<file path="src/rtl/sha1md_pkg.sv">
// Shared types, constants and round functions for the SHA-1 digest block.
// Used by sha1md_front, sha1md_back and sha1_message_digest.
`default_nettype none

package sha1md_pkg;

  localparam int unsigned QueueDepth  = 4;
  localparam int unsigned RoundCount  = 80;
  localparam int unsigned DigestWords = 5;
  localparam int unsigned OutDataW    = 40;

  localparam logic [7:0] PadByte  = 8'h80;
  localparam logic [5:0] LenStart = 6'd56;
  localparam logic [5:0] FillLast = 6'd63;

  localparam logic [31:0] InitH0 = 32'h67452301;
  localparam logic [31:0] InitH1 = 32'hEFCDAB89;
  localparam logic [31:0] InitH2 = 32'h98BADCFE;
  localparam logic [31:0] InitH3 = 32'h10325476;
  localparam logic [31:0] InitH4 = 32'hC3D2E1F0;

  localparam logic [31:0] RoundK0 = 32'h5A827999;
  localparam logic [31:0] RoundK1 = 32'h6ED9EBA1;
  localparam logic [31:0] RoundK2 = 32'h8F1BBCDC;
  localparam logic [31:0] RoundK3 = 32'hCA62C1D6;

  typedef struct packed {
    logic [7:0] data_byte;
    logic       byte_present;
    logic       end_of_message;
  } item_t;

  function automatic logic [31:0] init_word(input logic [2:0] idx);
    logic [31:0] w;
    case (idx)
      3'd0:    w = InitH0;
      3'd1:    w = InitH1;
      3'd2:    w = InitH2;
      3'd3:    w = InitH3;
      default: w = InitH4;
    endcase
    return w;
  endfunction

  function automatic logic [31:0] round_k(input logic [6:0] rnd);
    logic [31:0] k;
    if (rnd < 7'd20) begin
      k = RoundK0;
    end else if (rnd < 7'd40) begin
      k = RoundK1;
    end else if (rnd < 7'd60) begin
      k = RoundK2;
    end else begin
      k = RoundK3;
    end
    return k;
  endfunction

  function automatic logic [31:0] round_f(input logic [6:0] rnd, input logic [31:0] b,
                                          input logic [31:0] c, input logic [31:0] d);
    logic [31:0] f;
    if (rnd < 7'd20) begin
      f = (b & c) | (~b & d);
    end else if (rnd >= 7'd40 && rnd < 7'd60) begin
      f = (b & c) | (b & d) | (c & d);
    end else begin
      f = b ^ c ^ d;
    end
    return f;
  endfunction

endpackage

`default_nettype wire

</file>
<file path="src/rtl/sha1md_front.sv">
// Input side: accepts stream transfers, drops items that carry neither a byte
// nor an end mark, and queues the rest. Depends on sha1md_pkg.
`default_nettype none

module sha1md_front #(
  parameter int unsigned Depth = sha1md_pkg::QueueDepth
) (
  input  wire logic               clk_i,
  input  wire logic               rst_ni,
  input  wire logic [7:0]         s_axis_tdata_i,  // data_byte
  input  wire logic               s_axis_tuser_i,  // byte_present
  input  wire logic               s_axis_tlast_i,  // end_of_message
  input  wire logic               s_axis_tvalid_i,
  output logic                    s_axis_tready_o,
  output sha1md_pkg::item_t       item_o,
  output logic                    item_valid_o,
  input  wire logic               item_ready_i
);
  import sha1md_pkg::*;

  localparam int unsigned Aw = (Depth > 1) ? $clog2(Depth) : 1;
  localparam int unsigned Cw = $clog2(Depth + 1);

  item_t         mem_q [Depth];
  logic [Aw-1:0] wr_ptr_q, wr_ptr_d, rd_ptr_q, rd_ptr_d;
  logic [Cw-1:0] cnt_q, cnt_d;
  logic          push, pop;
  item_t         item_in;

  assign item_in.data_byte      = s_axis_tdata_i;
  assign item_in.byte_present   = s_axis_tuser_i;
  assign item_in.end_of_message = s_axis_tlast_i;

  assign s_axis_tready_o = (cnt_q != Cw'(Depth));
  assign push = s_axis_tvalid_i && s_axis_tready_o && (s_axis_tuser_i || s_axis_tlast_i);
  assign item_valid_o = (cnt_q != '0);
  assign pop = item_valid_o && item_ready_i;
  assign item_o = mem_q[rd_ptr_q];

  always_comb begin
    wr_ptr_d = wr_ptr_q;
    rd_ptr_d = rd_ptr_q;
    cnt_d    = cnt_q;
    if (push) begin
      wr_ptr_d = (wr_ptr_q == Aw'(Depth - 1)) ? '0 : wr_ptr_q + 1'b1;
    end
    if (pop) begin
      rd_ptr_d = (rd_ptr_q == Aw'(Depth - 1)) ? '0 : rd_ptr_q + 1'b1;
    end
    if (push && !pop) begin
      cnt_d = cnt_q + 1'b1;
    end else if (pop && !push) begin
      cnt_d = cnt_q - 1'b1;
    end
  end

  always_ff @(posedge clk_i) begin
    if (push) begin
      mem_q[wr_ptr_q] <= item_in;
    end
  end

  always_ff @(posedge clk_i or negedge rst_ni) begin
    if (!rst_ni) begin
      wr_ptr_q <= '0;
      rd_ptr_q <= '0;
      cnt_q    <= '0;
    end else begin
      wr_ptr_q <= wr_ptr_d;
      rd_ptr_q <= rd_ptr_d;
      cnt_q    <= cnt_d;
    end
  end

endmodule

`default_nettype wire

</file>
<file path="src/rtl/sha1md_back.sv">
// Processing side: gathers bytes into the block, pads, runs the 80-round
// compression one round per cycle and emits the digest through an output
// register. Depends on sha1md_pkg.
`default_nettype none

module sha1md_back (
  input  wire logic                           clk_i,
  input  wire logic                           rst_ni,
  input  wire sha1md_pkg::item_t              item_i,
  input  wire logic                           item_valid_i,
  output logic                                item_ready_o,
  output logic [sha1md_pkg::OutDataW-1:0]     m_axis_tdata_o,  // digest_word, word_index
  output logic                                m_axis_tlast_o,  // last_word
  output logic                                m_axis_tvalid_o,
  input  wire logic                           m_axis_tready_i
);
  import sha1md_pkg::*;

  localparam logic [2:0] S_IN    = 3'd0;
  localparam logic [2:0] S_PAD80 = 3'd1;
  localparam logic [2:0] S_ZERO  = 3'd2;
  localparam logic [2:0] S_LEN   = 3'd3;
  localparam logic [2:0] S_COMP  = 3'd4;
  localparam logic [2:0] S_ADD   = 3'd5;
  localparam logic [2:0] S_OUT   = 3'd6;

  logic [2:0]          state_q, state_d, ret_q, ret_d;
  logic [5:0]          fill_q, fill_d;
  logic [63:0]         len_q, len_d;
  logic [511:0]        blk_q, blk_d;
  logic [31:0]         h_q [DigestWords];
  logic [31:0]         h_d [DigestWords];
  logic [31:0]         a_q, b_q, c_q, d_q, e_q;
  logic [31:0]         a_d, b_d, c_d, d_d, e_d;
  logic [6:0]          rnd_q, rnd_d;
  logic [2:0]          oidx_q, oidx_d;
  logic                m_valid_q, m_valid_d, m_last_q, m_last_d;
  logic [OutDataW-1:0] m_data_q, m_data_d;

  logic        app_en;
  logic [7:0]  app_byte;
  logic        comp_start;
  logic [2:0]  comp_ret;
  logic        out_free;
  logic [31:0] w_cur, w_new, t_sum;
  logic [63:0] len_sh;

  function automatic logic [31:0] w_new_pre(input logic [511:0] blk);
    logic [31:0] x;
    x = blk[95:64] ^ blk[255:224] ^ blk[447:416] ^ blk[511:480];
    return {x[30:0], x[31]};
  endfunction

  assign w_cur  = blk_q[511:480];
  assign w_new  = {w_new_pre(blk_q)};
  assign t_sum  = {a_q[26:0], a_q[31:27]} + round_f(rnd_q, b_q, c_q, d_q) + e_q + w_cur
                  + round_k(rnd_q);
  assign len_sh = len_q << {fill_q[2:0], 3'b000};
  assign out_free = !m_valid_q || m_axis_tready_i;
  assign item_ready_o = (state_q == S_IN);

  always_comb begin
    state_d    = state_q;
    ret_d      = ret_q;
    fill_d     = fill_q;
    len_d      = len_q;
    blk_d      = blk_q;
    h_d        = h_q;
    a_d        = a_q;
    b_d        = b_q;
    c_d        = c_q;
    d_d        = d_q;
    e_d        = e_q;
    rnd_d      = rnd_q;
    oidx_d     = oidx_q;
    m_valid_d  = m_valid_q;
    m_last_d   = m_last_q;
    m_data_d   = m_data_q;
    app_en     = 1'b0;
    app_byte   = '0;
    comp_start = 1'b0;
    comp_ret   = S_IN;

    if (m_valid_q && m_axis_tready_i) begin
      m_valid_d = 1'b0;
    end

    unique case (state_q)
      S_IN: begin
        if (item_valid_i) begin
          if (item_i.byte_present) begin
            app_en   = 1'b1;
            app_byte = item_i.data_byte;
            len_d    = len_q + 64'd8;
          end
          if (item_i.byte_present && fill_q == FillLast) begin
            comp_start = 1'b1;
            comp_ret   = item_i.end_of_message ? S_PAD80 : S_IN;
          end else if (item_i.end_of_message) begin
            state_d = S_PAD80;
          end
        end
      end
      S_PAD80: begin
        app_en   = 1'b1;
        app_byte = PadByte;
        if (fill_q == FillLast) begin
          comp_start = 1'b1;
          comp_ret   = S_ZERO;
        end else begin
          state_d = S_ZERO;
        end
      end
      S_ZERO: begin
        if (fill_q == LenStart) begin
          state_d = S_LEN;
        end else begin
          app_en = 1'b1;
          if (fill_q == FillLast) begin
            comp_start = 1'b1;
            comp_ret   = S_ZERO;
          end
        end
      end
      S_LEN: begin
        app_en   = 1'b1;
        app_byte = len_sh[63:56];
        if (fill_q == FillLast) begin
          comp_start = 1'b1;
          comp_ret   = S_OUT;
        end
      end
      S_COMP: begin
        blk_d = {blk_q[479:0], w_new};
        e_d   = d_q;
        d_d   = c_q;
        c_d   = {b_q[1:0], b_q[31:2]};
        b_d   = a_q;
        a_d   = t_sum;
        rnd_d = rnd_q + 1'b1;
        if (rnd_q == 7'(RoundCount - 1)) begin
          state_d = S_ADD;
        end
      end
      S_ADD: begin
        h_d[0]  = h_q[0] + a_q;
        h_d[1]  = h_q[1] + b_q;
        h_d[2]  = h_q[2] + c_q;
        h_d[3]  = h_q[3] + d_q;
        h_d[4]  = h_q[4] + e_q;
        state_d = ret_q;
      end
      S_OUT: begin
        if (out_free) begin
          m_valid_d = 1'b1;
          m_data_d  = {5'b0, oidx_q, h_q[oidx_q]};
          m_last_d  = (oidx_q == 3'(DigestWords - 1));
          if (oidx_q == 3'(DigestWords - 1)) begin
            oidx_d = '0;
            len_d  = '0;
            fill_d = '0;
            for (int i = 0; i < DigestWords; i++) begin
              h_d[i] = init_word(3'(i));
            end
            state_d = S_IN;
          end else begin
            oidx_d = oidx_q + 1'b1;
          end
        end
      end
      default: begin
        state_d = S_IN;
      end
    endcase

    if (app_en) begin
      blk_d  = {blk_q[503:0], app_byte};
      fill_d = fill_q + 1'b1;
    end
    if (comp_start) begin
      state_d = S_COMP;
      ret_d   = comp_ret;
      rnd_d   = '0;
      fill_d  = '0;
      a_d     = h_q[0];
      b_d     = h_q[1];
      c_d     = h_q[2];
      d_d     = h_q[3];
      e_d     = h_q[4];
    end
  end

  always_ff @(posedge clk_i) begin
    blk_q    <= blk_d;
    a_q      <= a_d;
    b_q      <= b_d;
    c_q      <= c_d;
    d_q      <= d_d;
    e_q      <= e_d;
    m_data_q <= m_data_d;
    m_last_q <= m_last_d;
  end

  always_ff @(posedge clk_i or negedge rst_ni) begin
    if (!rst_ni) begin
      state_q   <= S_IN;
      ret_q     <= S_IN;
      fill_q    <= '0;
      len_q     <= '0;
      rnd_q     <= '0;
      oidx_q    <= '0;
      m_valid_q <= 1'b0;
      for (int i = 0; i < DigestWords; i++) begin
        h_q[i] <= init_word(3'(i));
      end
    end else begin
      state_q   <= state_d;
      ret_q     <= ret_d;
      fill_q    <= fill_d;
      len_q     <= len_d;
      rnd_q     <= rnd_d;
      oidx_q    <= oidx_d;
      m_valid_q <= m_valid_d;
      h_q       <= h_d;
    end
  end

  assign m_axis_tdata_o  = m_data_q;
  assign m_axis_tlast_o  = m_last_q;
  assign m_axis_tvalid_o = m_valid_q;

endmodule

`default_nettype wire

</file>
<file path="src/rtl/sha1_message_digest.sv">
// SHA-1 message digest over a byte stream, top level.
// Instantiates sha1md_front and sha1md_back; depends on sha1md_pkg.
//
// Slave stream: one message byte per transfer in tdata[7:0]; tuser marks that
// the byte belongs to the message, tlast closes the message. A transfer with
// tlast and no byte closes the message as it stands (empty message allowed).
// Transfers with neither are dropped. A small queue in the front keeps the
// slave side taking transfers while the back end compresses.
// Master stream: five transfers per message, digest word in tdata[31:0],
// word index in tdata[34:32], tlast on the fifth word.
// Throughput: one byte per cycle into the block while the back end is in its
// input phase and the queue holds items; each 64-byte block is then compressed
// (80 rounds plus the chaining add), and the single round unit sets the rate.
// Closing a message pads one byte per cycle, with an idle step before the length,
// and adds a second compression when the length does not fit the last block; then
// the final compression runs, and the five words follow one per cycle while the
// receiver takes them.
// A master-side stall holds the output register; the back end waits in its
// output phase and the queue fills before the slave side stalls.
// Reset loads the initial chaining values and clears the length and queue.
`default_nettype none

module sha1_message_digest #(
  parameter int unsigned QUEUE_DEPTH = sha1md_pkg::QueueDepth
) (
  input  wire logic                           clk_i,
  input  wire logic                           rst_ni,
  input  wire logic [7:0]                     s_axis_tdata_i,  // data_byte
  input  wire logic                           s_axis_tuser_i,  // byte_present
  input  wire logic                           s_axis_tlast_i,  // end_of_message
  input  wire logic                           s_axis_tvalid_i,
  output logic                                s_axis_tready_o,
  output logic [sha1md_pkg::OutDataW-1:0]     m_axis_tdata_o,  // digest_word, word_index
  output logic                                m_axis_tlast_o,  // last_word
  output logic                                m_axis_tvalid_o,
  input  wire logic                           m_axis_tready_i
);
  import sha1md_pkg::*;

  item_t item;
  logic  item_valid, item_ready;

  sha1md_front #(
    .Depth(QUEUE_DEPTH)
  ) u_front (
    .clk_i          (clk_i),
    .rst_ni         (rst_ni),
    .s_axis_tdata_i (s_axis_tdata_i),
    .s_axis_tuser_i (s_axis_tuser_i),
    .s_axis_tlast_i (s_axis_tlast_i),
    .s_axis_tvalid_i(s_axis_tvalid_i),
    .s_axis_tready_o(s_axis_tready_o),
    .item_o         (item),
    .item_valid_o   (item_valid),
    .item_ready_i   (item_ready)
  );

  sha1md_back u_back (
    .clk_i          (clk_i),
    .rst_ni         (rst_ni),
    .item_i         (item),
    .item_valid_i   (item_valid),
    .item_ready_o   (item_ready),
    .m_axis_tdata_o (m_axis_tdata_o),
    .m_axis_tlast_o (m_axis_tlast_o),
    .m_axis_tvalid_o(m_axis_tvalid_o),
    .m_axis_tready_i(m_axis_tready_i)
  );

endmodule

`default_nettype wire

</file>
<file path="config.mk">
export PLATFORM = sky130hd
export DESIGN_NAME = sha1_message_digest
export DESIGN_NICKNAME = d
export VERILOG_FILES = /design/src/rtl/sha1md_pkg.sv /design/src/rtl/sha1md_front.sv /design/src/rtl/sha1md_back.sv /design/src/rtl/sha1_message_digest.sv
export SDC_FILE = /design/constraint.sdc
export NUM_CORES = 2
export LEC_CHECK = 0
export ABC_AREA = 0
export BUFFER_PORTS_ARGS = -buffer_cell sky130_fd_sc_hd__buf_2
export CAP_MARGIN = 20
export CELL_PAD_IN_SITES_DETAIL_PLACEMENT = 1
export CELL_PAD_IN_SITES_GLOBAL_PLACEMENT = 2
export CORE_UTILIZATION = 42
export CTS_BUF_LIST = sky130_fd_sc_hd__clkbuf_4 sky130_fd_sc_hd__clkbuf_8 sky130_fd_sc_hd__clkbuf_16
export DETAILED_ROUTE_END_ITERATION = 8
export GPL_TIMING_DRIVEN = 0
export PLACE_DENSITY_LB_ADDON = 0.15
export SETUP_SLACK_MARGIN = 0.15
export SLEW_MARGIN = 15
export SYNTH_ARGS = -nofsm -noshare
export SYNTH_HDL_FRONTEND = slang
export SYNTH_SLANG_ARGS = --single-unit
</file>
<file path="constraint.sdc">
create_clock -name clk_i -period 17.38 [get_ports clk_i]
set_input_delay 0.869 -clock clk_i [delete_from_list [all_inputs] [get_ports clk_i]]
set_output_delay 0.869 -clock clk_i [all_outputs]
set_load 0.02 [all_outputs]
</file>
# Word-level counts from Yosys, hierarchy flattened
# Memory sizes are Yosys's and may differ from the RTL's.
# Index checks and enable logic that the tools add are counted.
# totals
ram_bits	40
memories	1
output_inout_bits	43
register_bits	962
# mem_list
name	words	width	read_ports	rd_clocked_by_memory_dff	write_ports	line	rtl
u_front.mem_q	4	10	1	0	1	sha1md_front.sv:24	item_t mem_q [Depth];
# classes
add_sub_neg	17
n_mux	74
n_reduce_logical	29
bitwise	14
n_eq_ne	26
shift	1
order_cmp	5
# ops
cell	count
$mux W512	2
$mux W32	16
$mux W160	2
$pmux W160 S2	1
$add A32 B32 Y32	9
$mux W64	4
$xor A32 B32 Y32	5
$and A32 B32 Y32	4
$pmux W64 S2	1
$bmux W32 S3	1
$or A32 B32 Y32	3
$add A64 B4 Y64 const B	1
$shl A64 B6 Y64	1
$mux W3	16
$not A32 Y32	1
$mux W31	1
$mux W6	5
$pmux W8 S3	1
$pmux W3 S7	1
$ne A3 B1 Y1 const B	6
$mux W8	2
$lt A7 B6 Y1 const B	2
$mux W7	2
$mux W1	13
other kinds (32)	66

# Depth between registers and ports, before layout
# depth
ltp_word	11
depth_mapped	26
ltp_nobuf	23

# By module
# A second synthesis with hierarchy kept.
# unflattened
cells_unflattened	5835
area_unflattened_um2	56500.4
# modules_own_cells
module	cells_each	area_per_inst_um2	seq_area_each_um2	instances
sha1md_back	5745	54606.1	27466.3	1
sha1md_front	90	1894.3	1376.3	1

# Worst setup path before layout
# OpenSTA, ideal clock, no wires.
# synth_path
path_kind	register to register
startpoint	register u_back.fill_q[1]
endpoint	register u_back.blk_q[0] (enable)
setup_ps	3689
period_less_slack_ps	14256
stages_incl_launch_ff	12
required_time_ps	13691
slack_ps	3124
arrival_ps	10567
cell_sequence	dfrtp_1 -> clkbuf_1 -> clkbuf_1 -> inv_1 -> ha_1 -> nand3b_1 -> a21oi_1 -> nor2_1 -> nor2_1 -> clkbuf_1 -> clkbuf_1 -> nand2_1
# synth_via
elab_chain_len	4
# synth_lines
item	line	rtl
from (decl)	sha1md_back.sv:28	logic [5:0] fill_q, fill_d;
from (signal assigned)	sha1md_back.sv:219	fill_q <= fill_d;
$eq A6 B6 Y1	sha1md_back.sv:115	if (fill_q == LenStart) begin
$mux W1	sha1md_back.sv:115	
$pmux W1 S3	sha1md_back.sv:88	unique case (state_q)
$reduce_bool A2 Y1 (no source line)	--	
to (signal assigned)	sha1md_back.sv:194	blk_q <= blk_d;
to (decl)	sha1md_back.sv:30	logic [511:0] blk_q, blk_d;
# No other way between the ends.
# A chain may end at the register's enable or synchronous reset.

# Worst setup path in the final report
# layout_path
startpoint	register u_back.rnd_q[4]
endpoint	register u_back.a_q[30], data pin
# layout_via
elab_chain_len	10
elab_cells_between_ends	16
# layout_lines
item	line	rtl
from (decl)	sha1md_back.sv:35	logic [6:0] rnd_q, rnd_d;
from (signal assigned)	sha1md_back.sv:221	rnd_q <= rnd_d;
$ge A7 B6 Y1 / $lt A7 B6 Y1 (equally long branches)	sha1md_pkg.sv:64, sha1md_pkg.sv:51	
$logic_and A1 B1 Y1	sha1md_pkg.sv:64	end else if (rnd >= 7'd40 && rnd < 7'd60) begin
$mux W32	sha1md_pkg.sv:64	
$mux W32	sha1md_pkg.sv:62	if (rnd < 7'd20) begin
$add A32 B32 Y32 (3 in series)	sha1md_back.sv:56	assign t_sum = {a_q[26:0], a_q[31:27]} + round_f(rnd_q, b_q, c_q, d_q) + e_q + w_cur
$add A32 B32 Y32 *	sha1md_back.sv:57	+ round_k(rnd_q);
$mux W32 *	sha1md_back.sv:88	
$mux W32 *	sha1md_back.sv:180	if (comp_start) begin
net u_back.a_d[30]	sha1md_back.sv:34	logic [31:0] a_d, b_d, c_d, d_d, e_d;
to (signal assigned)	sha1md_back.sv:195	a_q <= a_d;
to (decl)	sha1md_back.sv:33	logic [31:0] a_q, b_q, c_q, d_q, e_q;
# The timed path passes the listed nets; every way through them passes the cells marked *. The select of a mux whose other input is x is not followed.

==> reports/results.ini <==
[status]
status = finished, violations left
violations = design-rule violations

[sta]
fin_ws_ns = 9.137
fin_tns_setup_ns = 0
drv_slew = 0
fmax_ghz = 0.1213
rsz0062_at_grt = no
clock_skew_ns = 0.05582
tightest_slew_ns = 1.258
fin_crit_sh_pct = 47.43
fin_crit_ns = 8.243
final_hold_viol_count = 0
relSlewSlack_pct = 16.16
setup_viol = 0

[floorplanning]
die_width_um = 369.7
io_pins = 57
die_y_um = 369.7
core-area_mm2 = 0.1338
fp-row-count = 134
floorplan.die_area_mm2 = 0.1367
start_util_pct = 42.45

[worst_setup_path]
end_kind = register
critPathMaxStageDelay_ns = 0.71
cp.required_ns = 17.90
crit_arrival_ns = 8.76
crit_buf_inv = 6
cp_slowest_cell = clkbuf_1
critPathTopFamily = compound AO/OA/AOI/OAI gates
worst-path-max-fanout = 10
critPathKind = reg2reg
cp-start-kind = register
crit_chain = clkbuf_1 > a41oi_2 > and2_1 > clkbuf_1 > inv_2 > clkbuf_1 > nand2_1 > a31oi_1 > fa_1 > fa_1 > inv_1 > fa_1 > inv_1 > ha_1 > or2_2 > o221ai_1 > o21ai_0 > o2111ai_1 > a21oi_1 > o41ai_1 > nor4b_1 > a211o_1

[logic_synthesis]
ys_types = 87
synthTopCellsByCount = 2084 x nand2_1, 748 x edfxtp_1, 284 x o21ai_0
netlist_top_cells_area = edfxtp_1 40%, nand2_1 14%, dfrtp_1 7.5%
syn_area_per_cell_um2 = 9.629
yosys.area.top_type_share_pct = 39.55
synth_cells = 5898
yosysSeqAreaShare_pct = 50.79
yosysMostFrequentCell = nand2_1
syn_area_mm2 = 0.05679
synth_warnings = 0
synth_seq_cells = 999
synth_top_cell_by_area = edfxtp_1
synth_edf_count = 748
synthArstFlopShare_pct = 25.13
synthFlopType = edfxtp_1

[clocking]
cts_sinks = 999
cts_max_path_buffers = 3
cts_resized = 0
clk_latency_ns = 0.77
clockRootBuffer = clkbuf_16
cts-buffers-inserted = 117
htreeDepth = 3
clk_pin_slew_ns = 0.06
cts_tree = built

[hold_path]
min_path_type = in2reg

[place]
placed_area_mm2 = 0.06000
place_ws_ns = 9.207
io_buffers = 51
hpwl_um = 167300
place_congestion = 0.9396

[routing]
via_per_inst = 5.609
wire_per_inst_um = 26.71
firstDrtPassIters = 9
drc = 10
first_iter_violations = 3441
totalWireLength_um = 213200
routed-via-count = 44780
final_antenna_net_count = 0

[power_and_ir_drop]
switching_power_mw = 1.155
sw_frac_of_total_pct = 21.46
clockPowerShare_pct = 51.0
ir_drop_mv = 0.09152
leakage_nw = 28.04
total_power_mw = 5.384
power_density_mw_per_mm2 = 83.70
pwr-share-comb_pct = 1.2
p_int_mw = 4.228
seq_power_share_pct = 47.8

[cells_and_area]
post-route-util_pct = 48.07
multi_input_area_mm2 = 0.02615
register_area_mm2 = 0.02884
drive_gt1_share_pct = 7.385
nets = 6481
fin_area_mm2 = 0.06432
fillers = 15080
syn_to_final_growth_pct = 13.26

[global_routing]
grt_pass1_wl_um = 312600
gr-total-overflow = 0
track_usage_pct = 31.26
grt_max_degree = 95
antenna_found_initial = 1
grt_pass1_vias = 46930

[job]
drv_cap = 0

[routing by layer]
metal / vias to the layer above / wire [µm] / track usage (%)
li1: 20520 / - / -
met1: 22730 / 85890 / 38.10
met2: 1104 / 106400 / 54.64
met3: 423 / 8563 / 3.419
met4: 0 / 12420 / 15.85
met5: - / 0 / 0
[sequential cells by signal (all words and copies together) (netlist names), 3 cells and up]
signal                 flops
u_back.blk_q             512
u_back.h_q               160
u_back.len_q              61
u_front.mem_q             40
u_back.m_axis_tdata_o     35
u_back.a_q                32
u_back.b_q                32
u_back.c_q                32
u_back.d_q                32
u_back.e_q                32
u_back.rnd_q               7
u_back.fill_q              6
u_back.oidx_q              3
u_back.ret_q               3
u_back.state_q             3
u_front.cnt_q              3
[cells by family (layout without fill, tap and decap cells)]
kind of cell / Yosys count / in the layout / share of synthesized area, %
and+or+nand+nor: 2742 / 2742 / 19.75
DFF: 999 / 999 / 50.79
adders and majority gates: 357 / 357 / 9.518
AOI/OAI and AO/OA: 898 / 898 / 9.484
muxes: 105 / 105 / 2.393
xor gates and xnor gates: 313 / 313 / 4.827
buffers and inverters: 483 / 796 / 3.239
other: 1 / 6 / 0.006603
[layout by cell type, fill, tap and decap left out, types with 18 or more instances in the layout]
cell / netlist / layout
clkbuf_4: 0 / 24
a21oi_1: 261 / 261
and3_1: 26 / 26
nand3_1: 123 / 123
bufinv_16: 0 / 19
nand2b_1: 41 / 41
edfxtp_1: 748 / 748
nor3_1: 81 / 81
inv_1: 217 / 216
o21ai_0: 284 / 282
o22ai_1: 33 / 33
mux2i_1: 75 / 75
nand2_1: 2084 / 2082
xnor2_1: 184 / 184
nand4_1: 22 / 22
dfrtp_1: 171 / 171
o31ai_1: 21 / 21
o21bai_1: 19 / 19
dfstp_2: 80 / 80
nor2b_1: 45 / 45
mux4_2: 24 / 24
ha_1: 232 / 232
a211oi_1: 18 / 18
nor2_1: 229 / 227
a21o_1: 75 / 75
a31oi_1: 46 / 46
clkbuf_16: 0 / 118
or3_1: 30 / 30
fa_1: 125 / 125
buf_1: 21 / 21
clkinv_2: 0 / 20
buf_2: 3 / 53
o211ai_1: 20 / 20
clkbuf_1: 235 / 232
xor2_1: 129 / 129
[power by group through the flow]
stage | Sequential, mW | Combinational, mW | Clock, mW
after global routing | 2.57 | 0.0751 | 2.86
after detailed placement | 2.62 | 0.0691 | 0
final | 2.57 | 0.0671 | 2.75
after global placement | 2.62 | 0.0639 | 0
after floorplan | 2.62 | 0.0331 | 0
after CTS | 2.57 | 0.0692 | 2.79
[final timing paths]
| kind | endpoint | depth (start not counted) | slack, ns | startpoint |
|---|---|---|---|---|
| max | u_back.a_q[30] | 22 | 9.14 | u_back.rnd_q[4] |
| min | u_front.mem_q[2][2] | 1 | 0.31 | s_axis_tdata_i[0] |
| max reg2reg | u_back.a_q[30] | 22 | 9.14 | u_back.rnd_q[4] |
| min reg2reg | u_back.m_axis_tdata_o[34] | 0 | 0.47 | u_back.oidx_q[2] |
| max in group asynchronous | u_back.rnd_q[2] | 3 | 16.07 | rst_ni |
| min in group asynchronous | u_back.h_q[108] | 2 | 0.53 | rst_ni |
[layout make-up]
cell class              instances  share of cell area (%)
diodes                          1                0.003891
plain buffers                 265                   1.593
clock buffers                 159                   5.235
clock inverters                65                   1.449
inverters                     218                   1.272
multi-input cells            4420                   40.66
flip-flops and latches        999                   44.84
well taps                    1768                   3.439
repair buffers                 89                   1.506
[per-stage QoR]
step / hold WS, ns / cells
3_5_place_dp: 0.4595 / 7757
3_3_place_gp: 0.4472 / 7721
2_1_floorplan: 0.4366 / 5902
5_1_grt: 0.2782 / 7983
6_report: 0.3123 / 7984
4_1_cts: 0.2497 / 7982
[timing repair]
item / in CTS / in global routing
hold buffers: 1 / 0
hold endpoints to repair: 1 / 0
setup buffers: 0 / 0
Power figures use the tool's default switching activity.
